==> src/rtl/nfala_pkg.sv <==
`timescale 1ns / 1ps
// ----------------------------------------------------------------------------
// nfala_pkg
// Shared types, codes and the control store of the lambda-NFA acceptor.
// ----------------------------------------------------------------------------
package nfala_pkg;

  localparam int STATE_BITS = 4;
  localparam int SYM_BITS   = 8;
  localparam int INIT_CNT_W = 5;
  localparam int ACC_MASK_W = 16;
  localparam int CFG_DATA_W = 16;
  localparam int CFG_IDX_W  = 1;
  localparam int UPC_W      = 4;
  // states reachable through the 4-bit state fields
  localparam int LOW_STATES = 16;

  typedef enum logic [1:0] {
    CMD_CLEAR  = 2'd0,
    CMD_ADD    = 2'd1,
    CMD_SYMBOL = 2'd2,
    CMD_EMPTY  = 2'd3
  } cmd_e;

  typedef enum logic [CFG_IDX_W-1:0] {
    CFG_INITIAL_COUNT = 1'b0,
    CFG_ACCEPT_MASK   = 1'b1
  } cfg_idx_e;

  typedef enum logic [1:0] {
    SET_HOLD = 2'd0,
    SET_INIT = 2'd1,
    SET_NXT  = 2'd2
  } set_op_e;

  typedef enum logic [1:0] {
    SW_NONE   = 2'd0,
    SW_LAMBDA = 2'd1,
    SW_SYMBOL = 2'd2
  } sweep_e;

  typedef enum logic [2:0] {
    J_NEXT     = 3'd0,
    J_DISPATCH = 3'd1,
    J_SWEEP    = 3'd2,
    J_CLOS     = 3'd3,
    J_LAST     = 3'd4,
    J_EMIT     = 3'd5,
    J_GOTO     = 3'd6
  } jump_e;

  // micro-addresses
  localparam logic [UPC_W-1:0] UA_IDLE    = 4'd0;
  localparam logic [UPC_W-1:0] UA_SI_INIT = 4'd1;
  localparam logic [UPC_W-1:0] UA_SI_CLR  = 4'd2;
  localparam logic [UPC_W-1:0] UA_SI_CL   = 4'd3;
  localparam logic [UPC_W-1:0] UA_ST_CLR  = 4'd4;
  localparam logic [UPC_W-1:0] UA_ST_SW   = 4'd5;
  localparam logic [UPC_W-1:0] UA_ST_COPY = 4'd6;
  localparam logic [UPC_W-1:0] UA_SC_CLR  = 4'd7;
  localparam logic [UPC_W-1:0] UA_SC_CL   = 4'd8;
  localparam logic [UPC_W-1:0] UA_ST_END  = 4'd9;
  localparam logic [UPC_W-1:0] UA_EM_INIT = 4'd10;
  localparam logic [UPC_W-1:0] UA_EM_CLR  = 4'd11;
  localparam logic [UPC_W-1:0] UA_EM_CL   = 4'd12;
  localparam logic [UPC_W-1:0] UA_EMIT    = 4'd13;

  typedef struct packed {
    logic                       lam;
    logic [SYM_BITS-1:0]        sym;
    logic [STATE_BITS-1:0]      to;
    logic [STATE_BITS-1:0]      from;
  } entry_t;

  typedef struct packed {
    logic             in_rdy;
    set_op_e          set_op;
    logic             sw_init;
    sweep_e           sw_mode;
    logic             inside_set;
    logic             inside_clr;
    logic             emit;
    jump_e            jmp;
    logic [UPC_W-1:0] target;
  } uword_t;

  typedef struct packed {
    logic sweep_done;
    logic changed;
    logic last;
    logic out_free;
  } dp_stat_t;

  function automatic uword_t ucode(logic [UPC_W-1:0] a);
    uword_t w;
    w = '0;
    unique case (a)
      UA_IDLE: begin
        w.in_rdy = 1'b1;
        w.jmp    = J_DISPATCH;
      end
      UA_SI_INIT: begin
        w.set_op     = SET_INIT;
        w.inside_set = 1'b1;
        w.jmp        = J_NEXT;
      end
      UA_SI_CLR, UA_ST_CLR, UA_SC_CLR, UA_EM_CLR: begin
        w.sw_init = 1'b1;
        w.jmp     = J_NEXT;
      end
      UA_SI_CL: begin
        w.sw_mode = SW_LAMBDA;
        w.jmp     = J_CLOS;
        w.target  = UA_SI_CLR;
      end
      UA_ST_SW: begin
        w.sw_mode = SW_SYMBOL;
        w.jmp     = J_SWEEP;
      end
      UA_ST_COPY: begin
        w.set_op = SET_NXT;
        w.jmp    = J_NEXT;
      end
      UA_SC_CL: begin
        w.sw_mode = SW_LAMBDA;
        w.jmp     = J_CLOS;
        w.target  = UA_SC_CLR;
      end
      UA_ST_END: begin
        w.jmp    = J_LAST;
        w.target = UA_EMIT;
      end
      UA_EM_INIT: begin
        w.set_op = SET_INIT;
        w.jmp    = J_NEXT;
      end
      UA_EM_CL: begin
        w.sw_mode = SW_LAMBDA;
        w.jmp     = J_CLOS;
        w.target  = UA_EM_CLR;
      end
      UA_EMIT: begin
        w.emit       = 1'b1;
        w.inside_clr = 1'b1;
        w.jmp        = J_EMIT;
      end
      default: begin
        w.jmp    = J_GOTO;
        w.target = UA_IDLE;
      end
    endcase
    return w;
  endfunction

endpackage

==> src/rtl/nfala_store.sv <==
`timescale 1ns / 1ps
// ----------------------------------------------------------------------------
// nfala_store
// Transition memory with fill count and sticky overflow flag.
// ----------------------------------------------------------------------------
module nfala_store #(
  parameter int MAX_TRANSITIONS = 64,
  parameter int CW              = 7,
  parameter int AW              = 6
) (
  input  logic               clk_i,
  input  logic               rst_ni,
  input  logic               clr_i,
  input  logic               wr_i,
  input  nfala_pkg::entry_t  wr_entry_i,
  input  logic               rd_en_i,
  input  logic [AW-1:0]      rd_addr_i,
  output nfala_pkg::entry_t  rd_entry_o,
  output logic [CW-1:0]      count_o,
  output logic               ovf_o
);
  import nfala_pkg::*;

  entry_t        mem [MAX_TRANSITIONS];
  entry_t        rd_q;
  logic [CW-1:0] count_q, count_d;
  logic          ovf_q, ovf_d;
  logic          full;

  assign full = (count_q == CW'(MAX_TRANSITIONS));

  always_comb begin
    count_d = count_q;
    ovf_d   = ovf_q;
    if (clr_i) begin
      count_d = '0;
      ovf_d   = 1'b0;
    end else if (wr_i) begin
      if (full) ovf_d = 1'b1;
      else      count_d = count_q + CW'(1);
    end
  end

  always_ff @(posedge clk_i or negedge rst_ni) begin
    if (!rst_ni) begin
      count_q <= '0;
      ovf_q   <= 1'b0;
    end else begin
      count_q <= count_d;
      ovf_q   <= ovf_d;
    end
  end

  always_ff @(posedge clk_i) begin
    if (wr_i && !full) mem[count_q[AW-1:0]] <= wr_entry_i;
    if (rd_en_i) rd_q <= mem[rd_addr_i];
  end

  assign rd_entry_o = rd_q;
  assign count_o    = count_q;
  assign ovf_o      = ovf_q;

endmodule

==> src/rtl/nfala_seq.sv <==
`timescale 1ns / 1ps
// ----------------------------------------------------------------------------
// nfala_seq
// Micro-program counter, control store lookup and conditional jumps.
// ----------------------------------------------------------------------------
module nfala_seq (
  input  logic                clk_i,
  input  logic                rst_ni,
  input  logic                in_valid_i,
  input  nfala_pkg::cmd_e     in_cmd_i,
  input  nfala_pkg::dp_stat_t stat_i,
  output nfala_pkg::uword_t   uw_o
);
  import nfala_pkg::*;

  logic [UPC_W-1:0] upc_q, upc_d, upc_inc, dispatch;
  logic             inside_q, inside_d;
  logic             accept;
  uword_t           uw;

  assign uw      = ucode(upc_q);
  assign accept  = in_valid_i && uw.in_rdy;
  assign upc_inc = upc_q + UPC_W'(1);

  always_comb begin
    unique case (in_cmd_i)
      CMD_CLEAR, CMD_ADD: dispatch = UA_IDLE;
      CMD_SYMBOL:         dispatch = inside_q ? UA_ST_CLR : UA_SI_INIT;
      CMD_EMPTY:          dispatch = UA_EM_INIT;
      default:            dispatch = UA_IDLE;
    endcase
  end

  always_comb begin
    upc_d = upc_q;
    unique case (uw.jmp)
      J_NEXT:     upc_d = upc_inc;
      J_DISPATCH: if (accept) upc_d = dispatch;
      J_SWEEP:    if (stat_i.sweep_done) upc_d = upc_inc;
      J_CLOS:     if (stat_i.sweep_done) upc_d = stat_i.changed ? uw.target : upc_inc;
      J_LAST:     upc_d = stat_i.last ? uw.target : UA_IDLE;
      J_EMIT:     if (stat_i.out_free) upc_d = UA_IDLE;
      J_GOTO:     upc_d = uw.target;
      default:    upc_d = UA_IDLE;
    endcase
  end

  always_comb begin
    inside_d = inside_q;
    priority if (accept && in_cmd_i == CMD_CLEAR) inside_d = 1'b0;
    else if (uw.inside_clr)                       inside_d = 1'b0;
    else if (uw.inside_set)                       inside_d = 1'b1;
    else                                          inside_d = inside_q;
  end

  always_ff @(posedge clk_i or negedge rst_ni) begin
    if (!rst_ni) begin
      upc_q    <= UA_IDLE;
      inside_q <= 1'b0;
    end else begin
      upc_q    <= upc_d;
      inside_q <= inside_d;
    end
  end

  assign uw_o = uw;

endmodule

==> src/rtl/nfala_dp.sv <==
`timescale 1ns / 1ps
// ----------------------------------------------------------------------------
// nfala_dp
// Active-set datapath: sweep address, set and next-set registers, config
// registers and the result register.
// ----------------------------------------------------------------------------
module nfala_dp #(
  parameter int NUM_STATES = 16,
  parameter int CW         = 7,
  parameter int AW         = 6
) (
  input  logic                                clk_i,
  input  logic                                rst_ni,
  input  logic                                cfg_we_i,
  input  nfala_pkg::cfg_idx_e                 cfg_idx_i,
  input  logic [nfala_pkg::CFG_DATA_W-1:0]    cfg_data_i,
  input  logic                                accept_i,
  input  logic [nfala_pkg::SYM_BITS-1:0]      in_sym_i,
  input  logic                                in_last_i,
  input  nfala_pkg::uword_t                   uw_i,
  input  logic [CW-1:0]                       count_i,
  input  logic                                ovf_i,
  input  nfala_pkg::entry_t                   rd_entry_i,
  output logic                                rd_en_o,
  output logic [AW-1:0]                       rd_addr_o,
  output nfala_pkg::dp_stat_t                 stat_o,
  output logic                                out_valid_o,
  input  logic                                out_ready_i,
  output logic                                out_acc_o,
  output logic                                out_ovf_o
);
  import nfala_pkg::*;

  logic [NUM_STATES-1:0] set_q, set_d, nxt_q, nxt_d, init_set, tbit;
  logic [LOW_STATES-1:0] set16;
  logic [INIT_CNT_W-1:0] init_cnt_q;
  logic [ACC_MASK_W-1:0] acc_mask_q;
  logic [CW-1:0]         addr_q, addr_d;
  logic                  rdv_q, chg_q, chg_d;
  logic [SYM_BITS-1:0]   sym_q;
  logic                  last_q;
  logic                  out_vld_q, out_vld_d, out_acc_q, out_ovf_q;
  logic                  issue, src_hit, lam_fire, sym_fire, out_free, emit_fire;

  // low states seen through the 4-bit state fields
  for (genvar j = 0; j < LOW_STATES; j++) begin : g_low
    if (j < NUM_STATES) begin : g_in
      assign set16[j] = set_q[j];
    end else begin : g_out
      assign set16[j] = 1'b0;
    end
  end

  for (genvar j = 0; j < NUM_STATES; j++) begin : g_tgt
    if (j < LOW_STATES) begin : g_in
      assign tbit[j] = (rd_entry_i.to == STATE_BITS'(j));
    end else begin : g_out
      assign tbit[j] = 1'b0;
    end
  end

  // initial states 0 .. count-1, saturating at the state count
  always_comb begin
    for (int j = 0; j < NUM_STATES; j++) init_set[j] = (int'(init_cnt_q) > j);
  end

  assign issue    = (uw_i.sw_mode != SW_NONE) && (addr_q < count_i);
  assign src_hit  = set16[rd_entry_i.from];
  assign lam_fire = rdv_q && (uw_i.sw_mode == SW_LAMBDA) && rd_entry_i.lam && src_hit;
  assign sym_fire = rdv_q && (uw_i.sw_mode == SW_SYMBOL) && !rd_entry_i.lam &&
                    (rd_entry_i.sym == sym_q) && src_hit;
  assign out_free  = !out_vld_q || out_ready_i;
  assign emit_fire = uw_i.emit && out_free;

  always_comb begin
    set_d = set_q;
    unique case (uw_i.set_op)
      SET_INIT: set_d = init_set;
      SET_NXT:  set_d = nxt_q;
      SET_HOLD: if (lam_fire) set_d = set_q | tbit;
      default:  set_d = set_q;
    endcase
  end

  always_comb begin
    if (uw_i.sw_init) begin
      nxt_d  = '0;
      chg_d  = 1'b0;
      addr_d = '0;
    end else begin
      nxt_d  = sym_fire ? (nxt_q | tbit) : nxt_q;
      chg_d  = chg_q || (lam_fire && |(tbit & ~set_q));
      addr_d = issue ? addr_q + CW'(1) : addr_q;
    end
  end

  always_comb begin
    out_vld_d = out_vld_q;
    priority if (emit_fire) out_vld_d = 1'b1;
    else if (out_ready_i)   out_vld_d = 1'b0;
    else                    out_vld_d = out_vld_q;
  end

  always_ff @(posedge clk_i or negedge rst_ni) begin
    if (!rst_ni) begin
      set_q      <= '0;
      nxt_q      <= '0;
      chg_q      <= 1'b0;
      addr_q     <= '0;
      rdv_q      <= 1'b0;
      out_vld_q  <= 1'b0;
      init_cnt_q <= INIT_CNT_W'(1);
      acc_mask_q <= '0;
    end else begin
      set_q     <= set_d;
      nxt_q     <= nxt_d;
      chg_q     <= chg_d;
      addr_q    <= addr_d;
      rdv_q     <= issue;
      out_vld_q <= out_vld_d;
      if (cfg_we_i) begin
        unique case (cfg_idx_i)
          CFG_INITIAL_COUNT: init_cnt_q <= cfg_data_i[INIT_CNT_W-1:0];
          CFG_ACCEPT_MASK:   acc_mask_q <= cfg_data_i[ACC_MASK_W-1:0];
          default:           ;
        endcase
      end
    end
  end

  always_ff @(posedge clk_i) begin
    if (accept_i) begin
      sym_q  <= in_sym_i;
      last_q <= in_last_i;
    end
    if (emit_fire) begin
      out_acc_q <= |(set16 & acc_mask_q);
      out_ovf_q <= ovf_i;
    end
  end

  assign rd_en_o   = issue;
  assign rd_addr_o = addr_q[AW-1:0];

  assign stat_o.sweep_done = !issue && !rdv_q;
  assign stat_o.changed    = chg_q;
  assign stat_o.last       = last_q;
  assign stat_o.out_free   = out_free;

  assign out_valid_o = out_vld_q;
  assign out_acc_o   = out_acc_q;
  assign out_ovf_o   = out_ovf_q;

endmodule

==> src/rtl/nfa_lambda_acceptor.sv <==
`timescale 1ns / 1ps
// ----------------------------------------------------------------------------
// nfa_lambda_acceptor
// Lambda-NFA string acceptor run by a microcoded sequencer over a
// transition memory.
// ----------------------------------------------------------------------------
// clear and add beats keep the sequencer idle, so the input stays ready for the next beat.
// a sweep reads every stored transition; a closure runs 1 to NUM_STATES sweeps until settled.
// symbol beat: clear, symbol sweep, copy, closure; a string's first symbol first loads and closes the initial set,
// and the last adds an emit step (held while the result is stalled); empty query: initial set, closure, emit.
// reset clears the count, flags, active set and config to their defaults.
module nfa_lambda_acceptor #(
  parameter int NUM_STATES      = 16,
  parameter int MAX_TRANSITIONS = 64
) (
  input  logic        clk_i,
  input  logic        rst_ni,
  input  logic        s_axis_tvalid,
  output logic        s_axis_tready,
  // [3:0] source state, [7:4] target state, [15:8] symbol
  input  logic [15:0] s_axis_tdata,
  // [1:0] command, [2] is_lambda
  input  logic [2:0]  s_axis_tuser,
  input  logic        s_axis_tlast,
  output logic        m_axis_tvalid,
  input  logic        m_axis_tready,
  // [0] accepted, [1] table_overflowed, [7:2] zero
  output logic [7:0]  m_axis_tdata,
  input  logic                                 cfg_we_i,
  input  logic [nfala_pkg::CFG_IDX_W-1:0]      cfg_idx_i,
  input  logic [nfala_pkg::CFG_DATA_W-1:0]     cfg_data_i
);
  import nfala_pkg::*;

  localparam int CW = $clog2(MAX_TRANSITIONS + 1);
  localparam int AW = $clog2(MAX_TRANSITIONS);

  uword_t        uw;
  dp_stat_t      stat;
  cmd_e          cmd;
  entry_t        wr_entry, rd_entry;
  logic          accept, rd_en, ovf, out_acc, out_ovf;
  logic [AW-1:0] rd_addr;
  logic [CW-1:0] count;

  assign cmd    = cmd_e'(s_axis_tuser[1:0]);
  assign accept = s_axis_tvalid && uw.in_rdy;

  assign wr_entry.from = s_axis_tdata[3:0];
  assign wr_entry.to   = s_axis_tdata[7:4];
  assign wr_entry.sym  = s_axis_tdata[15:8];
  assign wr_entry.lam  = s_axis_tuser[2];

  nfala_seq u_seq (
    .clk_i      (clk_i),
    .rst_ni     (rst_ni),
    .in_valid_i (s_axis_tvalid),
    .in_cmd_i   (cmd),
    .stat_i     (stat),
    .uw_o       (uw)
  );

  nfala_store #(
    .MAX_TRANSITIONS (MAX_TRANSITIONS),
    .CW              (CW),
    .AW              (AW)
  ) u_store (
    .clk_i      (clk_i),
    .rst_ni     (rst_ni),
    .clr_i      (accept && cmd == CMD_CLEAR),
    .wr_i       (accept && cmd == CMD_ADD),
    .wr_entry_i (wr_entry),
    .rd_en_i    (rd_en),
    .rd_addr_i  (rd_addr),
    .rd_entry_o (rd_entry),
    .count_o    (count),
    .ovf_o      (ovf)
  );

  nfala_dp #(
    .NUM_STATES (NUM_STATES),
    .CW         (CW),
    .AW         (AW)
  ) u_dp (
    .clk_i       (clk_i),
    .rst_ni      (rst_ni),
    .cfg_we_i    (cfg_we_i),
    .cfg_idx_i   (cfg_idx_e'(cfg_idx_i)),
    .cfg_data_i  (cfg_data_i),
    .accept_i    (accept),
    .in_sym_i    (s_axis_tdata[15:8]),
    .in_last_i   (s_axis_tlast),
    .uw_i        (uw),
    .count_i     (count),
    .ovf_i       (ovf),
    .rd_entry_i  (rd_entry),
    .rd_en_o     (rd_en),
    .rd_addr_o   (rd_addr),
    .stat_o      (stat),
    .out_valid_o (m_axis_tvalid),
    .out_ready_i (m_axis_tready),
    .out_acc_o   (out_acc),
    .out_ovf_o   (out_ovf)
  );

  assign s_axis_tready = uw.in_rdy;
  assign m_axis_tdata  = {6'b0, out_ovf, out_acc};

endmodule

==> config.mk <==
export PLATFORM = sky130hd
export DESIGN_NAME = nfa_lambda_acceptor
export DESIGN_NICKNAME = d
export VERILOG_FILES = /design/src/rtl/nfala_pkg.sv /design/src/rtl/nfala_store.sv /design/src/rtl/nfala_seq.sv /design/src/rtl/nfala_dp.sv /design/src/rtl/nfa_lambda_acceptor.sv
export SDC_FILE = /design/constraint.sdc
export NUM_CORES = 1
export LEC_CHECK = 0
export ABC_AREA = 1
export BUFFER_PORTS_ARGS = -buffer_cell sky130_fd_sc_hd__buf_4
export CAP_MARGIN = 20
export CORE_MARGIN = 10
export CORE_UTILIZATION = 50
export CTS_CLUSTER_DIAMETER = 80
export DETAILED_ROUTE_END_ITERATION = 6
export PLACE_DENSITY = 0.68
export REMOVE_ABC_BUFFERS = 1
export SETUP_SLACK_MARGIN = 0.4
export SLEW_MARGIN = 20
export SYNTH_ARGS = -nofsm -noshare
export SYNTH_HDL_FRONTEND = slang
export SYNTH_SLANG_ARGS = --single-unit
==> constraint.sdc <==
create_clock -name clk_i -period 3.5 [get_ports clk_i]
set_clock_uncertainty 0.05 [all_clocks]
set_input_delay 0.35 -clock clk_i [delete_from_list [all_inputs] [get_ports clk_i]]
set_output_delay 0.35 -clock clk_i [all_outputs]
set_load 0.05 [all_outputs]
Word level (Yosys, flattened, before mapping)
Memory sizes are Yosys's and may differ from the RTL's. A register that Yosys moved wholly into a read port is not among the register bits.
Index checks and enable logic that the tools add are counted.
{"block": "word_totals", "memories": 1, "ff_bits": 87, "output_inout_bits": 10, "word_cells": 180, "mem_bits_rw": 1088, "inputBits": 42}
{"name": "u_store.mem", "words": 64, "word_bits": 17, "read_ports": 1, "rd_ports_with_merged_regs": 1, "wr": 1, "line": "nfala_store.sv:24", "rtl": "entry_t mem [MAX_TRANSITIONS];"}
{"block": "op_classes", "muxes": 39, "order_cmp": 18, "bitwise": 6, "reduce_logical": 48, "n_addsub": 3, "n_eq_ne": 49}
{"op": "== test 4 bit, second input constant", "count": 14}
{"op": "2-to-1 mux 16 bit", "count": 3}
{"op": "case mux 16 bit (3 select lines)", "count": 1}
{"op": "> comparator 5 x 4 -> 1 bit, second input constant", "count": 8}
{"op": "2-to-1 mux 7 bit", "count": 5}
{"op": "bitwise AND 16 bit", "count": 2}
{"op": "== test 4 x 3 -> 1 bit, second input constant", "count": 8}
{"op": "bitwise OR 16 bit", "count": 2}
{"op": "OR reduction 16 bit", "count": 2}
{"op": "case mux 4 bit (7 select lines)", "count": 1}
{"op": "2-to-1 mux 4 bit", "count": 6}
{"op": "> comparator 5 x 3 -> 1 bit, second input constant", "count": 4}
{"op": "case mux 3 bit (6 select lines)", "count": 1}
{"op": "== test 4 x 2 -> 1 bit, second input constant", "count": 4}
{"op": "NOT 16 bit", "count": 1}
{"op": "case mux 4 bit (4 select lines)", "count": 1}
{"op": "logical AND 1 bit", "count": 15}
{"op": "2-to-1 mux 1 bit", "count": 15}
{"op": "adder 7 x 1 -> 7 bit, second input constant", "count": 2}
{"op": "case mux 4 bit (3 select lines)", "count": 1}
{"op": "nonzero test 2 bit", "count": 6}
{"op": "> comparator 5 x 1 -> 1 bit, second input constant", "count": 2}
{"op": "> comparator 5 x 2 -> 1 bit, second input constant", "count": 2}
{"op": "AND reduction 2 bit", "count": 5}
{"op": "other kinds (29)", "count": 52}

Longest topological paths before layout
{"block": "depth", "ltp_word": 10, "depth_mapped": 15}

Cells and area by module
From an unflattened synthesis, not the netlist that was laid out.
{"block": "hier_totals", "hier_cells": 4523, "area_unflattened_um2": 50512.2}
{"module": "nfala_store", "cells_each": 3781, "n_inst": 1, "seq_area_each_um2": 33382.0, "area_each_um2": 45107.0}
{"module": "nfala_dp", "cells_each": 595, "n_inst": 1, "seq_area_each_um2": 1908.1, "area_each_um2": 4446.8}
{"module": "nfala_seq", "cells_each": 130, "n_inst": 1, "seq_area_each_um2": 125.1, "area_each_um2": 864.6}
{"module": "nfa_lambda_acceptor", "cells_each": 17, "n_inst": 1, "seq_area_each_um2": 0.0, "area_each_um2": 93.8}

Worst setup path after synthesis
OpenSTA, ideal clock, no wires.
{"block": "synth_timing", "kind": "register -> register", "startpoint": "reg u_seq.upc_q[0]", "endpoint": "mem u_store.mem[15][0] in the netlist's numbering (enable)", "n_path_buf": 0, "setup_time_ns": 0.435, "arrival_time_ns": 3.288, "stages_incl_launch_ff": 11, "setup_slack_ns": -0.273, "cell_sequence": "dfrtp_1 > inv_1 > ha_1 > nand2_2 > inv_2 > nand2_2 > nor2_4 > nand3_4 > nor2_4 > inv_1 > nor4_1"}
{"block": "synth_between", "elab_chain_cells": 7}
{"element": "start: declaration", "line": "nfala_seq.sv:16", "rtl": "logic [UPC_W-1:0] upc_q, upc_d, upc_inc, dispatch;"}
{"element": "start signal: assignment", "line": "nfala_seq.sv:61", "rtl": "upc_q <= upc_d;"}
{"element": "zero test 4 bit", "line": "nfala_pkg.sv:97", "rtl": "unique case (a)"}
{"element": "2-to-1 mux 1 bit", "line": "nfala_pkg.sv:97"}
{"element": "named net s_axis_tready", "line": "nfa_lambda_acceptor.sv:19", "rtl": "output logic s_axis_tready,"}
{"element": "logical AND 1 bit", "line": "nfa_lambda_acceptor.sv:47", "rtl": "assign accept = s_axis_tvalid && uw.in_rdy;"}
{"element": "logical AND 1 bit", "line": "nfa_lambda_acceptor.sv:71", "rtl": ".wr_i (accept && cmd == CMD_ADD),"}
{"element": "logical AND 1 bit", "line": "nfala_store.sv:55", "rtl": "if (wr_i && !full) mem[count_q[AW-1:0]] <= wr_entry_i;"}
{"element": "2-to-1 mux 1 bit", "line": "nfala_store.sv:55"}
{"element": "2-to-1 mux 1 bit (not written as such)", "line": "nfala_store.sv:55"}
{"element": "end: declaration", "line": "nfala_store.sv:24"}
The timed path passes the listed nets, and every way through them passes these cells.

Worst setup path in the final report
{"block": "layout_timing", "startpoint": "reg u_dp.addr_q[1]", "endpoint": "reg u_store.rd_entry_o[6] (netlist name)"}
{"block": "layout_between", "elab_chain_cells": 2}
{"element": "start: declaration", "line": "nfala_dp.sv:38", "rtl": "logic [CW-1:0] addr_q, addr_d;"}
{"element": "start signal: assignment", "line": "nfala_dp.sv:118", "rtl": "addr_q <= addr_d;"}
{"element": "< comparator 7 bit", "line": "nfala_dp.sv:67", "rtl": "assign issue = (uw_i.sw_mode != SW_NONE) && (addr_q < count_i);"}
{"element": "logical AND 1 bit", "line": "nfala_dp.sv:67"}
Parallel ways exist; a longest one is shown, timed or not.
A chain may end at the register's enable or synchronous reset.

==> metrics.csv <==
metric,value,unit
floorplan.initialDensity,0.503,
ioPinCount,52,
synth_top_area_cell,edfxtp_1,
drcViolationCount,0,
hold_path.class,in2reg,
drt_first_pass_iters,6,
ys.flop_type,edfxtp_1,
met1Wirelength,52700,um
drt-total-wl,130000,um
cts_max_path_buffers,3,
rsz0062_at_grt,no,
synth_area_leaders,"edfxtp_1, o21ai_0, nor2_1, dfrtp_1, nand2_1",
clk_pin_slew_worst_paths,60,ps
yosysSeqAreaShare,0.730,
met2WireLength,61100,um
worst-setup-path-type,reg2reg,
ff2ff_setup_slack,540,ps
critical_path_arrival,3480,ps
synth_top_area_frac,0.691,
drtIter0Drc,3952,
hold_viol,0,
worstMarginPinSlew,966,ps
wl_per_cell,24.2,um
cts_sinks,1192,
post_synth_num_cell_types,50,
cts_tree,yes,
required,4020,ps
critPathMaxFanout,66,
routed_via_density,5.96,
num_vias,31900,
die_w,331,um
layout.nets,4035,
core-area,0.0964,mm^2
start_kind,flip-flop,
synth_edf_count,1116,
grt_pass1_wl,193000,um
whs,49.9,ps
dr.max_layer_used,met5,
slew-limit-headroom,0.356,
die_area,0.110,mm^2
cts-root-buf,clkbuf_16,
cts_made_buffers,118,
fin_ws,537,ps
status,finished clean,
clk_latency,720,ps
gp_congestion,0.882,
mostFrequentLayoutCell,edfxtp_1,
slew_violations,0,
rows,114,
antenna_found_initial,3,
wl_met3,11100,um
cp-end-kind,flip-flop,
grt_usage,0.228,
setup_viol,0,
grt_overflow,0,
ir_worst_vdd,0.000468,V
ant_nets,0,
synth_area,0.0485,mm^2
layout_common_cells,"edfxtp_1, nor2_1, o21ai_0",
io_buffers,45,
synth_area_per_cell,12.4,um^2
cts_setup_buffers,0,
first_global_vias,30300,
synth-seq-cells,1192,
netlist_instances,3899,
leakagePower,18.4,nW
period_needed,2960,ps
hpwl,73800,um
htreeDepth,3,
p_per_area,720,mW/mm^2
maxCapViolCount,0,
grt_max_degree,166,
fin_util,0.568,
final_layout_size_suffix_gt1_frac,0.109,
die_h,331,um
clock.fmax,0.338,GHz
area_delta_synth_final,13.0,%
finalSetupTns,0,ps
async_flop_share,0.0638,
yosysWarnings,0,
fin_crit_sh,0.846,
detailedPlace.worstSlack,512,ps
-- worst max-delay path: stages (launching register included) --
cell and delay, ps:
dfrtp_4 660, inv_4 680, buf_4 430, o21ai_0 150, o22ai_1 140, nand2_1 70, nand3_1 80, nand2_1 90
nand2_1 120, clkinv_1 200, nand2_1 120
-- logic make-up after synthesis --
kind of cell,after synthesis,share of synthesized area
mux,11,0.00255
flops,1192,0.730
fa+ha+maj,13,0.00335
simple gates,1321,0.114
buf+inv,359,0.0325
other cells,1,0.0000773
xor+xnor,5,0.000903
compound gates,997,0.116
-- final timing paths --
| path | from | depth (start not counted) | end |
|---|---|---|---|
| max | u_dp.addr_q[1]$_DFFE_PN0P_ | 10 | u_store.rd_entry_o[6]$_DFFE_PP_ |
| min reg2reg | u_dp.nxt_q[9]$_DFFE_PN0P_ | 2 | u_dp.nxt_q[9]$_DFFE_PN0P_ |
| max reg2reg | u_dp.addr_q[1]$_DFFE_PN0P_ | 10 | u_store.rd_entry_o[6]$_DFFE_PP_ |
| min | s_axis_tuser[0] | 3 | u_store.count_o[0]$_DFFE_PN0P_ |
| min in group asynchronous | rst_ni | 2 | u_dp.acc_mask_q[12]$_DFFE_PN0P_ |
| max in group asynchronous | rst_ni | 2 | u_dp.addr_q[1]$_DFFE_PN0P_ |
-- registers in the layout, indices dropped and copies added (netlist names) --
register,count
u_store.count_o,7
u_dp.set16,16
u_store.mem,1088
u_seq.upc_q,4
u_dp.out_ovf_o,1
u_dp.init_cnt_q,5
u_dp.sym_q,8
u_dp.last_q,1
u_dp.acc_mask_q,16
u_dp.nxt_q,16
u_dp.out_valid_o,1
u_store.ovf_o,1
u_store.rd_entry_o,17
u_dp.out_acc_o,1
u_dp.addr_q,7
u_dp.rdv_q,1
u_dp.chg_q,1
u_seq.inside_q,1
-- layer usage --
layer  up-vias  track usage
met4         4       0.0869
met5         -            0
met1     15700        0.313
li1      14400            -
met3       251       0.0389
met2      1570        0.361
-- report_power, final --
group	total (mW)	leakage [nW]	switching (mW)	internal, mW
logic	10.1	5.43	7.23	2.82
registers	16.4	11.0	0.411	16.0
clock network	13.0	1.98	5.41	7.61
-- layout make-up --
class	instances	area, um^2
fillers	7773	41600
flip-flops and latches	1192	35400
multi-input cells	2353	11600
clock buffers	138	3080
repair buffers	205	1770
well taps	1276	1600
clock inverters	84	925
inverters	110	427
diodes	1	2.50
-- Yosys cell counts, types with 5 or more instances --
cell type and count:
clkbuf_1 148, o22ai_1 142, nor3_1 9, dfrtp_1 75
nor4_1 5, nor2_4 9, nand3_2 10, ha_1 13
clkinv_1 8, o221ai_1 27, buf_1 9, buf_2 55
edfxtp_1 1116, o21ai_1 12, nand2_1 278, nand4_1 40
a21oi_1 58, inv_2 11, buf_6 6, o211ai_1 120
buf_4 30, nor2_1 801, a22o_1 5, o21ai_0 621
nand3_1 149, mux2_2 11, inv_1 90
-- timing repair --
item | in CTS | in global routing
hold buffers | 21 | 0
gates resized for setup | 0 | 2
setup endpoints to repair | 0 | 12
endpoints found under the hold margin | 99 | 0
-- through the flow --
step,cells,total power [mW],cell area [um^2]
2_1_floorplan,3655,21.7,47400
3_3_place_gp,5115,26.4,50600
6_report,5359,39.5,54800
3_5_place_dp,5115,26.6,50600
4_1_cts,5358,39.5,54800
5_1_grt,5358,41.0,54800
(Power assumes the default switching activity.)
